**config.mk**
```make
export PLATFORM = sky130hd
export DESIGN_NAME = masked_interrupt_queue
export DESIGN_NICKNAME = d
export VERILOG_FILES = /design/src/miq_pkg.sv /design/src/masked_interrupt_queue.sv
export SDC_FILE = /design/constraint.sdc
export NUM_CORES = 1
export LEC_CHECK = 0
export BUFFER_PORTS_ARGS = -buffer_cell sky130_fd_sc_hd__buf_2
export CORE_ASPECT_RATIO = 0.5
export CORE_MARGIN = 2
export CORE_UTILIZATION = 64
export CTS_BUF_LIST = sky130_fd_sc_hd__clkbuf_8 sky130_fd_sc_hd__clkbuf_16
export CTS_CLUSTER_SIZE = 25
export DETAILED_ROUTE_END_ITERATION = 10
export GPL_ROUTABILITY_DRIVEN = 0
export GPL_TIMING_DRIVEN = 1
export PLACE_DENSITY = 0.89
export SYNTH_ARGS = -nofsm -noshare
export SYNTH_HDL_FRONTEND = slang
export SYNTH_SLANG_ARGS = --single-unit
export TNS_END_PERCENT = 1
```
**constraint.sdc**
```tcl
create_clock -name i_clk -period 13.5 [get_ports i_clk]
set_clock_uncertainty 0.05 [all_clocks]
set_input_delay 1.35 -clock i_clk [delete_from_list [all_inputs] [get_ports i_clk]]
set_output_delay 1.35 -clock i_clk [all_outputs]
set_load 0.005 [all_outputs]
```
**src/miq_pkg.sv**
```systemverilog
// Package for the masked interrupt queue: sizes, codes and payload types.
// No dependencies; used by the top level and the checker.
`default_nettype none

package miq_pkg;

    // Queue and type sizing
    localparam int QUEUE_DEPTH = 16;
    localparam int TYPE_COUNT  = 16;
    localparam int PTR_W       = $clog2(QUEUE_DEPTH);
    localparam int LVL_W       = $clog2(QUEUE_DEPTH + 1);
    localparam int CNT_W       = 32;

    // Configuration port
    localparam int CFG_IDX_W  = 1;
    localparam int CFG_DATA_W = TYPE_COUNT;

    typedef enum logic [CFG_IDX_W-1:0] {
        CFG_GLOBAL_ENABLE = 1'd0,
        CFG_TYPE_MASK     = 1'd1
    } t_cfg_idx;

    typedef enum logic [1:0] {
        OP_RECEIVE = 2'd0,
        OP_PROCESS = 2'd1,
        OP_SEND    = 2'd2,
        OP_CLEAR   = 2'd3
    } t_op;

    typedef enum logic [2:0] {
        ST_DONE      = 3'd0,
        ST_DISABLED  = 3'd1,
        ST_MASKED    = 3'd2,
        ST_FULL      = 3'd3,
        ST_EMPTY     = 3'd4,
        ST_DELIVERED = 3'd5
    } t_status;

    typedef enum logic {
        FSM_IDLE = 1'b0,
        FSM_EXEC = 1'b1
    } t_fsm;

    // One queued entry
    typedef struct packed {
        logic [3:0]  irq_type;
        logic [2:0]  irq_source;
        logic [31:0] irq_data;
    } t_entry;

    // Request payload
    typedef struct packed {
        t_op         operation;
        logic [3:0]  irq_type;
        logic [2:0]  irq_source;
        logic [31:0] irq_data;
    } t_req;

    // Result payload
    typedef struct packed {
        t_status          status;
        logic [3:0]       out_type;
        logic [2:0]       out_source;
        logic [31:0]      out_data;
        logic [LVL_W-1:0] queue_level;
        logic [CNT_W-1:0] sent_total;
        logic [CNT_W-1:0] received_total;
        logic [CNT_W-1:0] dropped_total;
        logic [CNT_W-1:0] masked_total;
    } t_res;

endpackage

`default_nettype wire

```
**src/masked_interrupt_queue.sv**
```systemverilog
// Masked interrupt queue: one request per command, one result strobe per request.
// Depends on miq_pkg. Entry storage is a synchronous memory inside this module.
//
// A request is taken at a rising edge with start high and busy low; busy then
// stays high for the execute cycle, and the edge that ends it puts the result
// on o_res with o_strobe high for exactly one cycle.
// The receiver cannot stall, so the result must be captured in that cycle.
// A new request may be issued in the strobe cycle; none is taken while the
// previous one is executing. This is set by the entry memory: its read data is
// registered at the edge that takes the request and is used in the execute
// cycle, which also writes the memory and moves the pointers. Configuration
// writes take effect at once and should only be made while the block is idle.
`default_nettype none

module masked_interrupt_queue (
    input  logic                          i_clk,
    input  logic                          i_rst_n,
    input  logic                          start,
    output logic                          busy,
    input  miq_pkg::t_req                 i_req,
    input  logic                          i_cfg_we,
    input  logic [miq_pkg::CFG_IDX_W-1:0]  i_cfg_idx,
    input  logic [miq_pkg::CFG_DATA_W-1:0] i_cfg_data,
    output logic                          o_strobe,
    output miq_pkg::t_res                 o_res
);
    import miq_pkg::*;

    // Control state
    t_fsm                  r_state, n_state;
    logic                  w_accept;

    // Configuration registers
    logic                  r_global_en;
    logic [TYPE_COUNT-1:0] r_type_mask;

    // Queue state
    t_entry                r_mem [QUEUE_DEPTH];
    t_entry                r_rd_data;
    logic [PTR_W-1:0]      r_rd_ptr, n_rd_ptr;
    logic [PTR_W-1:0]      r_wr_ptr, n_wr_ptr;
    logic [LVL_W-1:0]      r_level, n_level;

    // Counters
    logic [CNT_W-1:0]      r_sent, n_sent;
    logic [CNT_W-1:0]      r_recv, n_recv;
    logic [CNT_W-1:0]      r_drop, n_drop;
    logic [CNT_W-1:0]      r_mask, n_mask;

    // Captured request and result
    t_req                  r_req;
    t_res                  r_res, n_res;
    logic                  r_strobe;
    logic                  w_push;

    // Next state
    always_comb begin
        n_state = r_state;
        case (r_state)
            FSM_IDLE: begin
                if (start) n_state = FSM_EXEC;
            end
            FSM_EXEC: n_state = FSM_IDLE;
            default:  n_state = FSM_IDLE;
        endcase
    end

    // State outputs
    always_comb begin
        busy     = (r_state == FSM_EXEC);
        w_accept = start && (r_state == FSM_IDLE);
    end

    always_ff @(posedge i_clk) begin
        if (!i_rst_n) begin
            r_state <= FSM_IDLE;
        end else begin
            r_state <= n_state;
        end
    end

    // Configuration writes; the index is fully decoded
    always_ff @(posedge i_clk) begin
        if (!i_rst_n) begin
            r_global_en <= 1'b1;
            r_type_mask <= '1;
        end else if (i_cfg_we) begin
            case (t_cfg_idx'(i_cfg_idx))
                CFG_GLOBAL_ENABLE: r_global_en <= i_cfg_data[0];
                CFG_TYPE_MASK:     r_type_mask <= i_cfg_data;
                default: ;
            endcase
        end
    end

    // Request capture
    always_ff @(posedge i_clk) begin
        if (w_accept) r_req <= i_req;
    end

    // Execute: all decisions made in the cycle after the request is taken
    always_comb begin
        logic             type_blocked;
        logic [PTR_W-1:0] rd_adv;
        logic [PTR_W-1:0] wr_adv;

        type_blocked = ({{(32-4){1'b0}}, r_req.irq_type} < TYPE_COUNT)
                       && !r_type_mask[r_req.irq_type];
        rd_adv = (r_rd_ptr == PTR_W'(QUEUE_DEPTH - 1)) ? '0 : r_rd_ptr + 1'b1;
        wr_adv = (r_wr_ptr == PTR_W'(QUEUE_DEPTH - 1)) ? '0 : r_wr_ptr + 1'b1;

        n_rd_ptr   = r_rd_ptr;
        n_wr_ptr   = r_wr_ptr;
        n_level    = r_level;
        n_sent     = r_sent;
        n_recv     = r_recv;
        n_drop     = r_drop;
        n_mask     = r_mask;
        w_push     = 1'b0;
        n_res      = '0;
        n_res.status = ST_DONE;

        case (r_req.operation)
            OP_RECEIVE: begin
                if (!r_global_en) begin
                    n_mask       = r_mask + 1'b1;
                    n_res.status = ST_DISABLED;
                end else if (type_blocked) begin
                    n_mask       = r_mask + 1'b1;
                    n_res.status = ST_MASKED;
                end else if (r_level == LVL_W'(QUEUE_DEPTH)) begin
                    n_drop       = r_drop + 1'b1;
                    n_res.status = ST_FULL;
                end else begin
                    w_push   = 1'b1;
                    n_wr_ptr = wr_adv;
                    n_level  = r_level + 1'b1;
                    n_recv   = r_recv + 1'b1;
                end
            end
            OP_PROCESS: begin
                if (r_level == '0) begin
                    n_res.status = ST_EMPTY;
                end else begin
                    n_res.out_type   = r_rd_data.irq_type;
                    n_res.out_source = r_rd_data.irq_source;
                    n_res.out_data   = r_rd_data.irq_data;
                    n_rd_ptr         = rd_adv;
                    n_level          = r_level - 1'b1;
                    n_res.status     = ST_DELIVERED;
                end
            end
            OP_SEND: begin
                if (!r_global_en) begin
                    n_res.status = ST_DISABLED;
                end else begin
                    n_sent = r_sent + 1'b1;
                end
            end
            OP_CLEAR: begin
                n_sent = '0;
                n_recv = '0;
                n_drop = '0;
                n_mask = '0;
            end
            default: ;
        endcase

        n_res.queue_level    = n_level;
        n_res.sent_total     = n_sent;
        n_res.received_total = n_recv;
        n_res.dropped_total  = n_drop;
        n_res.masked_total   = n_mask;
    end

    // Pointers, level and counters
    always_ff @(posedge i_clk) begin
        if (!i_rst_n) begin
            r_rd_ptr <= '0;
            r_wr_ptr <= '0;
            r_level  <= '0;
            r_sent   <= '0;
            r_recv   <= '0;
            r_drop   <= '0;
            r_mask   <= '0;
            r_strobe <= 1'b0;
        end else begin
            r_strobe <= busy;
            if (busy) begin
                r_rd_ptr <= n_rd_ptr;
                r_wr_ptr <= n_wr_ptr;
                r_level  <= n_level;
                r_sent   <= n_sent;
                r_recv   <= n_recv;
                r_drop   <= n_drop;
                r_mask   <= n_mask;
            end
        end
    end

    // Result register
    always_ff @(posedge i_clk) begin
        if (busy) r_res <= n_res;
    end

    // Entry memory: write port
    always_ff @(posedge i_clk) begin
        if (busy && w_push) begin
            r_mem[r_wr_ptr] <= '{irq_type:   r_req.irq_type,
                                 irq_source: r_req.irq_source,
                                 irq_data:   r_req.irq_data};
        end
    end

    // Entry memory: read port, always at the head; pointer is settled before the
    // edge that takes any request, so no forwarding is needed
    always_ff @(posedge i_clk) begin
        r_rd_data <= r_mem[r_rd_ptr];
    end

    assign o_strobe = r_strobe;
    assign o_res    = r_res;

endmodule

`default_nettype wire

```
# ---- Word-level counts from Yosys, hierarchy flattened
# Memory sizes are Yosys's and may differ from the RTL's. A register that Yosys moved wholly into a read port is not among the register bits.
# Index checks and enable logic that the tools add are counted.
dict set report word_totals {
  mem_count 1
  mem_bits_rw 624
  elab_cells 90
  inputBits 62
  ff_bits 376
}
# memory words width rd rd_ports_with_merged_regs write_ports line
set mem_list {}
lappend mem_list {r_mem 16 39 1 1 1 masked_interrupt_queue.sv:38} ;# t_entry r_mem [QUEUE_DEPTH];
dict set report classes {
  mux 36
  n_reduce_logical 9
  n_addsub 8
  n_eq_ne 6
  magnitude_cmp 1
  bitwise_logic 5
}
# operator count
set op_table {}
lappend op_table {{$mux 32} 9}
lappend op_table {{$pmux 32 s2} 4}
lappend op_table {{$add 32x1->32 const B} 4}
lappend op_table {{$mux 5} 4}
lappend op_table {{$mux 1} 10}
lappend op_table {{$pmux 5 s2} 1}
lappend op_table {{$pmux 3 s3} 1}
lappend op_table {{$add 4x1->4 const B} 2}
lappend op_table {{$eq 4x4->1 const B} 2}
lappend op_table {{$mux 4} 2}
lappend op_table {{$mux 2} 3}
lappend op_table {{$add 5x1->5 const B} 1}
lappend op_table {{$eq 5x5->1 const B} 1}
lappend op_table {{$logic_not 5->1} 1}
lappend op_table {{$lt 4x5->1 const B} 1}
lappend op_table {{$not 1->1} 5}
lappend op_table {{$reduce_and 5->1} 1}
lappend op_table {{$sub 5x1->5 const B} 1}
lappend op_table {{$bmux 1 s4} 1}
lappend op_table {{$eq 2x2->1 const B} 2}
lappend op_table {{$reduce_and 2->1} 2}
lappend op_table {{$reduce_and 3->1} 1}
lappend op_table {{$eq 2x1->1 const B} 1}
lappend op_table {{$logic_and 1x1->1} 2}
lappend op_table {{other kinds (3)} 3}

# ---- Logic depth before layout (Yosys ltp)
dict set report depth {
  depth_word 8
  ltp_mapped 11
  ltp_nobuf 8
}

# ---- Worst setup path before layout
# Ideal clock, no wire load.
dict set report synth_path {
  path_kind {register -> register}
  start {register r_state (netlist: busy)}
  end {memory r_mem[3][0] (netlist bit) (enable)}
  synth_period_minus_slack_ps 8643
  slack_ps 4857
  t_arrival_ps 8109
  path_buffers 2
  path_stages_with_launch 6
  setup_ps 484
  t_required_ps 12966
  path_cell_list {dfxtp_1 -> clkbuf_1 -> nand2_1 -> or4b_2 -> clkbuf_1 -> nor3_1}
}
dict set report synth_between {
  elab_chain_len 3
}
# item line
set synth_rtl {}
lappend synth_rtl {{from (decl)} masked_interrupt_queue.sv:30} ;# t_fsm r_state, n_state;
lappend synth_rtl {{from (signal assigned)} masked_interrupt_queue.sv:78} ;# r_state <= n_state;
lappend synth_rtl {{$logic_and 1x1->1} masked_interrupt_queue.sv:208} ;# if (busy && w_push) begin
lappend synth_rtl {{$mux 1} masked_interrupt_queue.sv:208}
lappend synth_rtl {{$mux 1 (not written as such)} masked_interrupt_queue.sv:209} ;# r_mem[r_wr_ptr] <= '{irq_type: r_req.irq_type,
lappend synth_rtl {{to (decl)} masked_interrupt_queue.sv:38}
# Every way passes these cells.

# ---- Worst setup path after layout
dict set report layout_path {
  start {register r_req[35] (netlist bit)}
  end {memory r_mem[10][35] (netlist bit) (enable)}
}
dict set report layout_between {
  elab_chain_len 8
}
# item line
set layout_rtl {}
lappend layout_rtl {{from (decl)} masked_interrupt_queue.sv:51} ;# t_req r_req;
lappend layout_rtl {{from (signal assigned)} masked_interrupt_queue.sv:98} ;# if (w_accept) r_req <= i_req;
lappend layout_rtl {{$bmux 1 s4} masked_interrupt_queue.sv:108} ;# && !r_type_mask[r_req.irq_type];
lappend layout_rtl {{$mux 1 (not written as such)} masked_interrupt_queue.sv:108}
lappend layout_rtl {{$mux 1} masked_interrupt_queue.sv:128} ;# end else if (type_blocked) begin
lappend layout_rtl {{$mux 1} masked_interrupt_queue.sv:125} ;# if (!r_global_en) begin
lappend layout_rtl {{$mux 1} masked_interrupt_queue.sv:123} ;# case (r_req.operation)
lappend layout_rtl {{$logic_and 1x1->1} masked_interrupt_queue.sv:208}
lappend layout_rtl {{$mux 1} masked_interrupt_queue.sv:208}
lappend layout_rtl {{$mux 1 (not written as such)} masked_interrupt_queue.sv:209}
# Every way passes these cells. The select of a mux whose other input is x is not followed.

==> metrics.md <==
| Metric | Value |
|---|---|
| Reg2reg end | `r_mem[10][35]` |
| Fillers | `between 3,000 and 4,000` |
| Worst path required time | `~14,000 ps` |
| Slew headroom | `17.3%` |
| Hold_buf cts | `0` |
| Root Buffer | `clkbuf_16` |
| Share of cells above drive strength 1 | `around 23%` |
| RSZ-0062 raised after global routing | `false` |
| Number of flops mapped to enable cells by yosys | `840` |
| Setup-failing EPs final | `0` |
| # Post-CTS Setup Buffers | `0` |
| First-pass GRT wire length | `around 160,000 um` |
| Placed Instances | `~3,700` |
| Vias in the first global route | `about 25,000` |
| First-pass DRT Iterations | `9` |
| Leading area contributor after synthesis | `edfxtp_1` |
| Largest net degree at the start of global routing | `95` |
| Max-Cap Viols | `0` |
| Total gr overflow | `0` |
| Crit. End Element | `flip-flop` |
| Commonest non-fill, non-tap cells in the layout | `edfxtp_1, buf_2, mux4_2, dfxtp_1, nand2_1` |
| Max-slew violations | `0` |
| Slowest cell on crit path | `edfxtp_1` |
| Wire per inst | `27.8 um` |
| Distinct cell type count after synthesis | `74` |
| Post-synth top flop | `edfxtp_1` |
| Worst EP arrival | `approximately 5500 ps` |
| Initial Util | `64.3%` |
| Die X | `~360 um` |
| Most common cell after layout, fill and taps aside | `edfxtp_1` |
| CTS buffer count | `87` |
| Clock period minus worst slack | `5240 ps` |
| Share of the yosys chip area belonging to registers | `70.2%` |
| Status | `completed` |
| Leak | `between 15 and 20 nW` |
| Worst Setup Path Type | `reg -> reg` |
| Synth warn | `0` |
| Post-synth top area share | `around three fifths` |
| CTS Sinks | `roughly 1,000` |
| Ports | `239` |
| Peak supply drop | `slightly above 0.00009 V` |
| Min-Delay Endpoint | `r_type_mask[0]` |
| Fin crit share | `roughly 39%` |
| Critical path's largest stage delay | `about 940 ps` |
| All-Layer GR Usage | `between 30% and 40%` |
| Final hold viol count | `0` |
| Final setup TNS | `0 ps` |
| Syn nets | `about 2,700` |
| Clock Tree Buf Depth | `3` |
| Post-synthesis instance area | `between 40,000 and 50,000 sq um` |
| Max Clock Freq | `roughly 190 MHz` |
| Area of the core | `64,700 sq um` |
| Power Density | `137 nW/um^2` |
| Via count | `25,800` |
| Detail Route Antenna Nets | `0` |
| Synth Area per Inst | `15.7 sq um` |
| Area delta synth->final | `12.4%` |
| Post-route DRC | `0` |
| PortBufs | `roughly 240` |
| Post-cts gate resize count | `0` |
| Clk_lat worst skew | `~670 ps` |
| Vias per inst | `~6.8` |
| Final HPWL DP | `56,500 um` |
| Min-delay src | `r_type_mask[0]` |
| Worst Hold Class | `reg -> reg` |
| H-tree depth | `3` |
| Iteration-0 DRC Markers | `roughly 4,200` |
| Reg2reg setup slack | `between 8000 and 9000 ps` |
| Die Ht | `between 150 and 200 um` |
| Initial antenna violation count | `3` |
| Ys async rst share | `0%` |
| R2r startpoint | `r_req[35]` |
| Die ar. | `67,200 sq um` |
| Cell mode on critical path | `buf_4` |
| Worst Setup Start Kind | `flip-flop` |
| Layout Nets | `2,938` |
| CP Cell Sequence | `mux2i_1 > a221oi_1 > a22oi_1 > buf_4 > nor3_1 > nand2_1 > nor2_4 > buf_4` |
| Gate Count Post-Synth | `roughly 2,600` |
| Final cell count without fillers | `about 3,800` |
| Hold depth | `2` |
| DRT Wirelength | `106,000 um` |
| FF+latch count, synth | `between 1,000 and 1,500` |
| Worst slew pin tran | `1240 ps` |
| CP max FO | `23` |
| Reg clk slew, reported paths | `~70 ps` |
| Top cells by area, synth | `edfxtp_1, mux4_2, dfxtp_1` |
| FF-to-FF path depth | `8` |
| Row cnt | `66` |
| CTS tree | `done` |
area by class of cell:
cell class                 count  area (sq um)  area share (%)
timing repair buffer         281          1510            3.24
tap                          884          1110            2.37
multi-input combinational   1410         11800            25.2
inverter                      42           158           0.337
sequential                  1039         29200            62.5
antenna                        3          7.51          0.0161
clock buffer                  99          2390            5.11
clock inverter                65           596            1.27
worst max-delay path by stage:
stage	startpoint	endpoint	slack, ps	cells past startpoint
floorplan	busy	r_mem[3][0]	4860	5
global placement	r_req[35]	r_mem[10][37]	9070	8
detailed placement	r_req[35]	r_mem[10][36]	8820	8
CTS	r_req[35]	r_mem[10][37]	8420	8
global route	r_req[35]	r_mem[10][36]	7910	8
finish	r_req[35]	r_mem[10][35]	8260	8
layer usage:
layer  global-route usage [%]  up-vias  part of all wire, %
li1                         -    10700                    -
met5                        0        -                    0
met2                     52.4     1954                   50
met3                     5.69      376                  9.6
met1                     41.7    12800                   36
met4                     15.2        0                  5.0
cells by family (layout without fill, tap and decap cells):
kind of cell	Yosys count	in the layout	synth area share [%]
simple gates	766	766	9.42
compound gates	308	308	4.67
fa+ha+maj	15	15	0.451
xor+xnor	104	104	2.19
mux	217	217	11.2
other cells	0	3	0
flops	1039	1039	70.2
buf+inv	199	487	1.87
registers in the layout (all words and copies together), names as in the netlist:
signal and cells:
o_strobe 1, r_global_en 1, r_mem 624, r_mask 32, o_res 175, r_wr_ptr 4, r_drop 32, r_rd_data 39
r_type_mask 16, r_recv 32, r_sent 32, r_rd_ptr 4, r_req 41, r_level 5, busy 1
stage by stage:
stage | power, W | setup slack [ps] | hold WS, ps | cell area, sq um | util, %
after floorplan | 0.00370 | 4860 | 385 | 41600 | -
after global placement | 0.00377 | 9070 | 403 | 43800 | 67.7
after detailed placement | 0.00379 | 8820 | 408 | 43800 | 67.7
after CTS | 0.00640 | 8420 | 425 | 46800 | 72.3
after global routing | 0.00653 | 7910 | 454 | 46800 | 72.3
final | 0.00639 | 8260 | 425 | 46800 | 72.3
power breakdown:
group          total [W]  switching (W)  internal (W)
clock network    0.00266        0.00121       0.00145
logic           0.000181       0.000126     0.0000550
registers        0.00354      0.0000518       0.00349
total            0.00639        0.00139       0.00500
worst max-delay path, delay by kind of cell, from the launching register on:
kind | cells | cell delay, ps
AND/OR/NAND/NOR | 3 | 2020
AO/OA/AOI/OAI | 2 | 800
flip-flops | 1 | 940
multiplexers | 1 | 300
buffers and inverters | 2 | 740
Yosys cell counts (6+ instances only):
library cell and number:
or4_1 11, nand4_1 48, nand3b_1 6, edfxtp_1 840, a22o_1 6, and3_1 36
o21a_1 9, nand3_1 103, dfxtp_1 199, o31ai_1 18, buf_1 23, nand2_1 167
buf_2 13, ha_1 15, mux4_2 197, o21ai_0 92, nand2b_1 16, mux2_2 8
nor4_1 24, inv_1 42, and4_1 18, and2_1 52, xor2_1 48, nor2b_1 9
mux2i_1 12, clkbuf_1 118, a31oi_1 34, a21o_1 9, or3_1 41, a21oi_1 72
xnor2_1 56, nor2_1 173, nor4b_1 8, o22ai_1 6, nor3_1 35
(Power assumes the default switching activity.)
